<file path="src/epe_pkg.sv">
// Package: types, constants and helper functions of the event plane estimator.
package epe_pkg;

  localparam int ANGLE_BITS    = 16;
  localparam int PARTICLE_CAP  = 1024;
  localparam int STEPS         = 16;
  localparam int STEP_BITS     = 4;
  localparam int SUM_BITS      = 26;
  localparam int XY_BITS       = 38;
  localparam int Z_BITS        = 18;

  localparam logic signed [15:0] WIN_A_LOW_RST  = -16'sd2458;
  localparam logic signed [15:0] WIN_A_HIGH_RST = -16'sd1638;
  localparam logic signed [15:0] WIN_B_LOW_RST  = 16'sd1638;
  localparam logic signed [15:0] WIN_B_HIGH_RST = 16'sd2458;

  localparam logic [1:0] REG_WIN_A_LOW  = 2'd0;
  localparam logic [1:0] REG_WIN_A_HIGH = 2'd1;
  localparam logic [1:0] REG_WIN_B_LOW  = 2'd2;
  localparam logic [1:0] REG_WIN_B_HIGH = 2'd3;

  typedef struct packed {
    logic signed [15:0] azimuth;
    logic signed [15:0] pseudorapidity;
    logic               particle_present;
    logic               event_end;
  } in_item_t;

  typedef struct packed {
    logic signed [15:0] plane_a;
    logic signed [15:0] plane_b;
    logic signed [15:0] resolution_term;
  } out_item_t;

  typedef struct packed {
    logic                 latch_in;
    logic                 load_vec_a;
    logic                 load_vec_b;
    logic                 load_res;
    logic                 iterate;
    logic [STEP_BITS-1:0] step;
    logic                 accumulate;
    logic                 push;
  } epe_cmd_t;

  function automatic logic signed [Z_BITS-1:0] arctan(input logic [STEP_BITS-1:0] i);
    logic signed [Z_BITS-1:0] r;
    case (i)
      4'd0:    r = 18'sd8192;
      4'd1:    r = 18'sd4836;
      4'd2:    r = 18'sd2555;
      4'd3:    r = 18'sd1297;
      4'd4:    r = 18'sd651;
      4'd5:    r = 18'sd326;
      4'd6:    r = 18'sd163;
      4'd7:    r = 18'sd81;
      4'd8:    r = 18'sd41;
      4'd9:    r = 18'sd20;
      4'd10:   r = 18'sd10;
      4'd11:   r = 18'sd5;
      4'd12:   r = 18'sd3;
      4'd13:   r = 18'sd1;
      4'd14:   r = 18'sd1;
      default: r = 18'sd0;
    endcase
    return r;
  endfunction

endpackage

</file>
<file path="src/epe_datapath.sv">
// Datapath: config registers, window sums, shared CORDIC and result register.
module epe_datapath (
  input  logic               clk,
  input  logic               rst,
  input  logic               cfg_we,
  input  logic [1:0]         cfg_index,
  input  logic [15:0]        cfg_data,
  input  epe_pkg::in_item_t  in_item,
  input  epe_pkg::epe_cmd_t  cmd,
  output epe_pkg::out_item_t out_item
);

  localparam int XB = epe_pkg::XY_BITS;
  localparam int ZB = epe_pkg::Z_BITS;
  localparam int SB = epe_pkg::SUM_BITS;

  logic signed [15:0] win_a_low, win_a_high, win_b_low, win_b_high;
  logic signed [15:0] eta;
  logic signed [SB-1:0] sin_a, cos_a, sin_b, cos_b;
  logic signed [XB-1:0] x, y;
  logic signed [ZB-1:0] z;
  logic rot_mode, flip, zero_flag;
  logic signed [15:0] plane_a_r, plane_b_r;

  // fold a binary angle into [-quarter, quarter] for rotation mode
  function automatic logic [ZB:0] fold(input logic signed [15:0] a);
    logic signed [ZB-1:0] za;
    logic f;
    za = ZB'(a);
    f  = 1'b0;
    if (za > 18'sd16384) begin
      za = za - 18'sd32768;
      f  = 1'b1;
    end else if (za < -18'sd16384) begin
      za = za + 18'sd32768;
      f  = 1'b1;
    end
    return {f, za};
  endfunction

  function automatic logic signed [15:0] trig_out(input logic signed [XB-1:0] v,
                                                  input logic f);
    logic signed [XB-1:0] t;
    logic signed [15:0] r;
    t = (v + XB'(2)) >>> 2;
    if (t > XB'(16384)) r = 16'sd16384;
    else if (t < -XB'(16384)) r = -16'sd16384;
    else r = t[15:0];
    return f ? -r : r;
  endfunction

  function automatic logic signed [15:0] half_angle(input logic signed [ZB-1:0] a,
                                                    input logic zf);
    logic signed [ZB-1:0] c;
    if (a > 18'sd32768) c = 18'sd32768;
    else if (a < -18'sd32768) c = -18'sd32768;
    else c = a;
    c = c >>> 1;
    return zf ? 16'sd0 : c[15:0];
  endfunction

  function automatic logic signed [SB-1:0] sat_add(input logic signed [SB-1:0] s,
                                                   input logic signed [15:0] v);
    logic signed [SB:0] t;
    t = {s[SB-1], s} + (SB+1)'(v);
    if (t[SB] != t[SB-1]) return t[SB] ? {1'b1, {(SB-1){1'b0}}} : {1'b0, {(SB-1){1'b1}}};
    return t[SB-1:0];
  endfunction

  logic [ZB:0] fold_in, fold_res;
  logic signed [15:0] plane_now, res_angle;
  logic signed [16:0] diff;
  logic signed [XB-1:0] xs, ys, vx, vy;
  logic signed [SB-1:0] vs, vc;
  logic dir, in_a, in_b, vzero;
  logic signed [15:0] s_val, c_val;

  assign fold_in   = fold({in_item.azimuth[14:0], 1'b0});
  assign plane_now = half_angle(z, zero_flag);
  assign diff      = {plane_a_r[15], plane_a_r} - {plane_now[15], plane_now};
  assign res_angle = {diff[14:0], 1'b0};
  assign fold_res  = fold(res_angle);
  assign xs        = x >>> cmd.step;
  assign ys        = y >>> cmd.step;
  assign dir       = rot_mode ? (z >= 0) : !(y > 0);
  assign vs        = cmd.load_vec_a ? sin_a : sin_b;
  assign vc        = cmd.load_vec_a ? cos_a : cos_b;
  assign vx        = {{(XB-SB-8){vc[SB-1]}}, vc, 8'd0};
  assign vy        = {{(XB-SB-8){vs[SB-1]}}, vs, 8'd0};
  assign vzero     = (vs == '0) && (vc == '0);
  assign s_val     = trig_out(y, flip);
  assign c_val     = trig_out(x, flip);
  assign in_a      = (eta > win_a_low) && (eta < win_a_high);
  assign in_b      = (eta > win_b_low) && (eta < win_b_high);

  always_ff @(posedge clk) begin
    if (rst) begin
      win_a_low  <= epe_pkg::WIN_A_LOW_RST;
      win_a_high <= epe_pkg::WIN_A_HIGH_RST;
      win_b_low  <= epe_pkg::WIN_B_LOW_RST;
      win_b_high <= epe_pkg::WIN_B_HIGH_RST;
    end else if (cfg_we) begin
      case (cfg_index)
        epe_pkg::REG_WIN_A_LOW:  win_a_low  <= cfg_data;
        epe_pkg::REG_WIN_A_HIGH: win_a_high <= cfg_data;
        epe_pkg::REG_WIN_B_LOW:  win_b_low  <= cfg_data;
        epe_pkg::REG_WIN_B_HIGH: win_b_high <= cfg_data;
        default: ;
      endcase
    end
  end

  always_ff @(posedge clk) begin
    if (rst || cmd.push) begin
      sin_a <= '0;
      cos_a <= '0;
      sin_b <= '0;
      cos_b <= '0;
    end else if (cmd.accumulate) begin
      if (in_a) begin
        sin_a <= sat_add(sin_a, s_val);
        cos_a <= sat_add(cos_a, c_val);
      end
      if (in_b) begin
        sin_b <= sat_add(sin_b, s_val);
        cos_b <= sat_add(cos_b, c_val);
      end
    end
  end

  always_ff @(posedge clk) begin
    if (cmd.latch_in) begin
      eta      <= in_item.pseudorapidity;
      x        <= XB'(39797);
      y        <= '0;
      z        <= fold_in[ZB-1:0];
      flip     <= fold_in[ZB];
      rot_mode <= 1'b1;
    end else if (cmd.load_res) begin
      x        <= XB'(39797);
      y        <= '0;
      z        <= fold_res[ZB-1:0];
      flip     <= fold_res[ZB];
      rot_mode <= 1'b1;
    end else if (cmd.load_vec_a || cmd.load_vec_b) begin
      rot_mode  <= 1'b0;
      zero_flag <= vzero;
      if (vx < 0) begin
        if (vy >= 0) begin
          x <= vy;
          y <= -vx;
          z <= 18'sd16384;
        end else begin
          x <= -vy;
          y <= vx;
          z <= -18'sd16384;
        end
      end else begin
        x <= vx;
        y <= vy;
        z <= '0;
      end
    end else if (cmd.iterate) begin
      if (dir) begin
        x <= x - ys;
        y <= y + xs;
        z <= z - epe_pkg::arctan(cmd.step);
      end else begin
        x <= x + ys;
        y <= y - xs;
        z <= z + epe_pkg::arctan(cmd.step);
      end
    end
    if (cmd.load_vec_b) plane_a_r <= plane_now;
    // held apart until push, the output register may still hold the previous item
    if (cmd.load_res) plane_b_r <= plane_now;
    if (cmd.push) begin
      out_item.plane_a         <= plane_a_r;
      out_item.plane_b         <= plane_b_r;
      out_item.resolution_term <= c_val;
    end
  end

endmodule

</file>
<file path="src/epe_ctrl.sv">
// Controller: item handshake, particle count and CORDIC sequencing.
module epe_ctrl #(
  parameter int PARTICLE_CAP = epe_pkg::PARTICLE_CAP
) (
  input  logic              clk,
  input  logic              rst,
  input  logic              in_valid,
  output logic              in_ready,
  input  logic              present,
  input  logic              last,
  output logic              out_valid,
  input  logic              out_ready,
  output epe_pkg::epe_cmd_t cmd
);

  localparam int CW = $clog2(PARTICLE_CAP + 1);

  typedef enum logic [9:0] {
    S_IDLE = 10'b0000000001,
    S_ROT  = 10'b0000000010,
    S_ACC  = 10'b0000000100,
    S_LDA  = 10'b0000001000,
    S_VA   = 10'b0000010000,
    S_LDB  = 10'b0000100000,
    S_VB   = 10'b0001000000,
    S_LDR  = 10'b0010000000,
    S_RES  = 10'b0100000000,
    S_FIN  = 10'b1000000000
  } state_t;

  state_t state, state_next;
  logic [epe_pkg::STEP_BITS-1:0] step;
  logic [CW-1:0] count;
  logic end_flag, accept, take;
  logic last_step;

  assign in_ready  = (state == S_IDLE);
  assign accept    = in_valid && in_ready;
  assign take      = accept && present && (count < CW'(PARTICLE_CAP));
  assign last_step = (step == '1);

  always_comb begin
    state_next     = state;
    cmd            = '0;
    cmd.step       = step;
    cmd.latch_in   = take;
    case (state)
      S_IDLE: begin
        if (take) state_next = S_ROT;
        else if (accept && last) state_next = S_LDA;
      end
      S_ROT: begin
        cmd.iterate = 1'b1;
        if (last_step) state_next = S_ACC;
      end
      S_ACC: begin
        cmd.accumulate = 1'b1;
        state_next = end_flag ? S_LDA : S_IDLE;
      end
      S_LDA: begin
        cmd.load_vec_a = 1'b1;
        state_next = S_VA;
      end
      S_VA: begin
        cmd.iterate = 1'b1;
        if (last_step) state_next = S_LDB;
      end
      S_LDB: begin
        cmd.load_vec_b = 1'b1;
        state_next = S_VB;
      end
      S_VB: begin
        cmd.iterate = 1'b1;
        if (last_step) state_next = S_LDR;
      end
      S_LDR: begin
        cmd.load_res = 1'b1;
        state_next = S_RES;
      end
      S_RES: begin
        cmd.iterate = 1'b1;
        if (last_step) state_next = S_FIN;
      end
      S_FIN: begin
        if (!out_valid || out_ready) begin
          cmd.push = 1'b1;
          state_next = S_IDLE;
        end
      end
      default: state_next = S_IDLE;
    endcase
  end

  always_ff @(posedge clk) begin
    if (rst) begin
      state     <= S_IDLE;
      step      <= '0;
      count     <= '0;
      end_flag  <= 1'b0;
      out_valid <= 1'b0;
    end else begin
      state <= state_next;
      step  <= cmd.iterate ? step + 1'b1 : '0;
      if (accept) end_flag <= last;
      if (cmd.push) count <= '0;
      else if (take) count <= count + 1'b1;
      if (cmd.push) out_valid <= 1'b1;
      else if (out_ready) out_valid <= 1'b0;
    end
  end

`ifndef NO_ASSERTIONS
  a_take_rotates: assert property (@(posedge clk) disable iff (rst)
    take |=> state == S_ROT) else $error("particle not sent to rotation");
  a_step_idle: assert property (@(posedge clk) disable iff (rst)
    state == S_IDLE |-> step == '0) else $error("step counter not cleared");
  a_push_free: assert property (@(posedge clk) disable iff (rst)
    cmd.push |-> (!out_valid || out_ready)) else $error("result overwritten");
  a_count_max: assert property (@(posedge clk) disable iff (rst)
    count <= CW'(PARTICLE_CAP)) else $error("particle count overrun");
`endif

endmodule

</file>
<file path="src/event_plane_estimator.sv">
// Top level: second-harmonic event plane estimator for two eta windows.
//
//  channel | direction | handshake             | payload
//  in      | input     | in_valid / in_ready   | in_item (epe_pkg::in_item_t)
//  out     | output    | out_valid / out_ready | out_item (epe_pkg::out_item_t)
//  cfg     | input     | cfg_valid / cfg_ready | cfg_index, cfg_data
//
// An item counted as a particle is accepted, then takes 16 CORDIC rotation steps on
// the shared unit and one accumulate; an event end adds two 16-step vectoring
// passes and one 16-step rotation plus loads.
// Reset (rst, synchronous) clears the sums and restores the window bounds.
// A result waits in the output register; a stalled result holds the block
// in its last state until the register frees.
module event_plane_estimator #(
  parameter int PARTICLE_CAP = epe_pkg::PARTICLE_CAP
) (
  input  logic               clk,
  input  logic               rst,
  input  logic               in_valid,
  output logic               in_ready,
  input  epe_pkg::in_item_t  in_item,
  output logic               out_valid,
  input  logic               out_ready,
  output epe_pkg::out_item_t out_item,
  input  logic               cfg_valid,
  output logic               cfg_ready,
  input  logic [1:0]         cfg_index,
  input  logic [15:0]        cfg_data
);

  epe_pkg::epe_cmd_t cmd;

  assign cfg_ready = 1'b1;

  epe_ctrl #(.PARTICLE_CAP(PARTICLE_CAP)) u_ctrl (
    .clk       (clk),
    .rst       (rst),
    .in_valid  (in_valid),
    .in_ready  (in_ready),
    .present   (in_item.particle_present),
    .last      (in_item.event_end),
    .out_valid (out_valid),
    .out_ready (out_ready),
    .cmd       (cmd)
  );

  epe_datapath u_dp (
    .clk       (clk),
    .rst       (rst),
    .cfg_we    (cfg_valid && cfg_ready),
    .cfg_index (cfg_index),
    .cfg_data  (cfg_data),
    .in_item   (in_item),
    .cmd       (cmd),
    .out_item  (out_item)
  );

endmodule
</file>
<file path="config.mk">
export PLATFORM = sky130hd
export DESIGN_NAME = event_plane_estimator
export DESIGN_NICKNAME = d
export VERILOG_FILES = /design/src/epe_pkg.sv /design/src/epe_datapath.sv /design/src/epe_ctrl.sv /design/src/event_plane_estimator.sv
export SDC_FILE = /design/constraint.sdc
export NUM_CORES = 2
export LEC_CHECK = 0
export BUFFER_PORTS_ARGS = -buffer_cell sky130_fd_sc_hd__buf_2
export CELL_PAD_IN_SITES_DETAIL_PLACEMENT = 1
export CELL_PAD_IN_SITES_GLOBAL_PLACEMENT = 1
export CORE_UTILIZATION = 49
export CTS_BUF_LIST = sky130_fd_sc_hd__clkbuf_4 sky130_fd_sc_hd__clkbuf_8 sky130_fd_sc_hd__clkbuf_16
export DETAILED_ROUTE_END_ITERATION = 16
export PLACE_DENSITY_LB_ADDON = 0.1
export SLEW_MARGIN = 20
export SYNTH_ARGS = -nofsm -noshare
export SYNTH_HDL_FRONTEND = slang
export SYNTH_SLANG_ARGS = --single-unit
</file>
<file path="constraint.sdc">
create_clock -name clk -period 9.2 [get_ports clk]
set_clock_uncertainty 0.1 [all_clocks]
set_input_delay 2.3 -clock clk [delete_from_list [all_inputs] [get_ports clk]]
set_output_delay 2.3 -clock clk [all_outputs]
set_load 0.005 [all_outputs]
</file>
==> impl_metrics.toml <==
[logic_synthesis]
ys_seq_elements = 402
syn_area_per_cell_um2 = 7.99
syn_area_mm2 = 0.0381
synthFlopType = "dfxtp_1"
yosys_warnings = 0
ys_top_cells_by_area = "dfxtp_1 15%, ha_1 9.5%, edfxtp_1 9.2%"
synthDistinctLibCells = 87
synth-edff-count = 116
ys_seq_area_frac = 0.242
netlist_instances = 4763
yosysTopAreaCell = "dfxtp_1"
async_flop_share = 0
synth_nets = 5118
yosysMostFrequentCell = "nand2_1"
synth_top_area_share = 0.150
synth_top_cells_by_count = "454 x nand2_1, 446 x nor2_1, 400 x a21oi_1"

[cts]
cts_buffers = 50
cts_buffer_depth = 3
clk_latency_ps = 640
cts_sinks = 402
clk_pin_slew_worst_paths_ps = 60
cts_setup_buffers = 0
htree_levels = 2
clockRootBuffer = "clkbuf_16"
cts_tree = "yes"

[route]
wl_met2_um = 65400
drt_iter0_drc = 2825
via_per_inst = 6.46
first_pass_iters = 5
antenna_left = 0
vias = 37600
drt_wl_total_um = 142000
wl_met3_um = 10100
wl_per_cell_um = 24.4
drcViolationCount = 0
routed.top_layer = "met5"
drt-met1-wl_um = 58700

[power_and_ir_drop]
ir_drop_mv = 0.398
finalPower_mw = 14.1
powerDensity_mw_per_mm2 = 341
p_leak_nw = 16.9

[floorplan]
die_x_um = 281
ios = 108
start_util = 0.498
dieArea_mm2 = 0.0788
fp-row-count = 101
dieHeight_um = 281
coreArea_mm2 = 0.0765

[grt]
grt_start_max_net_pins = 72
antenna_found_initial = 5
grt_usage = 0.355
overflow = 0
grt_pass1_wl_um = 218000
grt_pass1_vias = 37400

[placed_design]
gp_congestion = 1.01
port_buffers = 105
placed_cell_area_mm2 = 0.0397
dp_cells = 5726
dp_hpwl_um = 107000

[final_layout]
area_growth_pct = 8.66
drive_gt1_frac = 0.105
nets = 5103
diodes = 0
fin_area_mm2 = 0.0414
fillers = 9363
stdcell_count = 5819

[outcome]
status = "finished, final reports clean"

[worst_setup_path]
critical_path.endpoint_type = "flop"
critPathMaxFanout = 17
reg2reg_slack_ps = 600
worstSetupPathType = "reg2reg"
critPathMaxStageDelay_ps = 680
cp.required_ps = 9660
worst_path_max_delay_cell = "or4b_2"
start_kind = "flop"
worstPathArrival_ps = 9060

[worst_hold_path]
min_path_type = "reg2reg"

[sta]
setup_viol = 0
finalCritPeriodShare = 0.935
rsz0062_at_grt = "false"
fmax_mhz = 116
hold_viol_final = 0
layout_min_cycle_time_ps = 8600
slew_headroom = 0.191
drv_slew = 0
tightest_slew_ps = 1200
finalSetupTns_ps = 0

[run]
cap_violations = 0
cells in the final DEF, fill, tap and decap left out, types with 41 or more instances in the layout:
cell,instances
a211o_1,48
a211oi_1,79
a21o_1,102
a21oi_1,398
a31oi_1,75
and3_1,49
buf_2,105
buf_4,106
clkbuf_16,50
dfxtp_1,281
edfxtp_1,116
ha_1,290
inv_1,170
mux2_2,47
mux2i_1,121
mux4_2,84
nand2_1,454
nand2b_1,56
nand3_1,101
nand4_1,50
nor2_1,443
nor2b_1,41
nor3_1,141
o211ai_1,50
o21ai_0,337
o22ai_1,44
or3_1,41
xnor2_1,219
xor2_1,159
registers in the layout, summed over array words and instances (netlist names), 18 cells and up, named ones only:
name           flops
u_dp.x            38
u_dp.cos_b        26
u_dp.y            38
u_dp.out_item     48
u_dp.sin_b        26
u_dp.z            18
u_dp.cos_a        26
u_dp.sin_a        26
layout make-up:
type	count	area, um^2	area share
clock buffer	61	1350	0.0325
clock inverter	32	285	0.00690
inverter	176	661	0.0160
multi-input combinational	3907	27200	0.658
sequential	402	9230	0.223
tap	1030	1290	0.0312
timing repair buffer	211	1320	0.0319
critical path, delay by kind of cell, from the launching register on:
family                   cells  cell delay [ps]
flip-flops                   1              530
AO/OA/AOI/OAI               11             3050
adder cells (fa/ha/maj)      3             1070
buffers and inverters        2              410
AND/OR/NAND/NOR             13             3380
power by group:
part	internal (mW)	switching (mW)
combinational	3.75	5.84
clock	1.11	0.872
sequential	2.08	0.458
final timing paths:
| kind | startpoint | end | depth (start not counted) |
|---|---|---|---|
| hold / removal | u_dp.plane_a_r[15] | u_dp.out_item[47] | 0 |
| setup / recovery | u_dp.x[2] | u_dp.cos_a[2] | 29 |
| setup reg to reg | u_dp.x[2] | u_dp.cos_a[2] | 29 |
| hold reg to reg | u_dp.plane_a_r[15] | u_dp.out_item[47] | 0 |
layer usage:
layer / global-route usage / vias to the layer above
li1: - / 17500
met1: 0.450 / 18500
met2: 0.581 / 1247
met3: 0.0560 / 362
met4: 0.181 / 8
met5: 0 / -
logic make-up after synthesis:
group | Yosys count | share of synthesized area
muxes | 253 | 0.0957
adders and majority gates | 318 | 0.105
xor gates and xnor gates | 379 | 0.0872
other | 1 | 0.0000985
buffers and inverters | 454 | 0.0459
and+or+nand+nor | 1561 | 0.195
AOI/OAI and AO/OA | 1395 | 0.230
DFF | 402 | 0.242
through the flow:
stage,util,hold WS [ps],worst slack (ps)
floorplan,-,300,1750
global placement,0.519,302,811
detailed placement,0.519,305,528
CTS,0.541,319,453
global route,0.541,325,78.5
finish,0.541,320,597
timing repair:
action	in CTS	in global routing
setup endpoints to repair	0	58
resized for setup	0	7
hold buffers	0	0
Power figures use the tool's default switching activity.
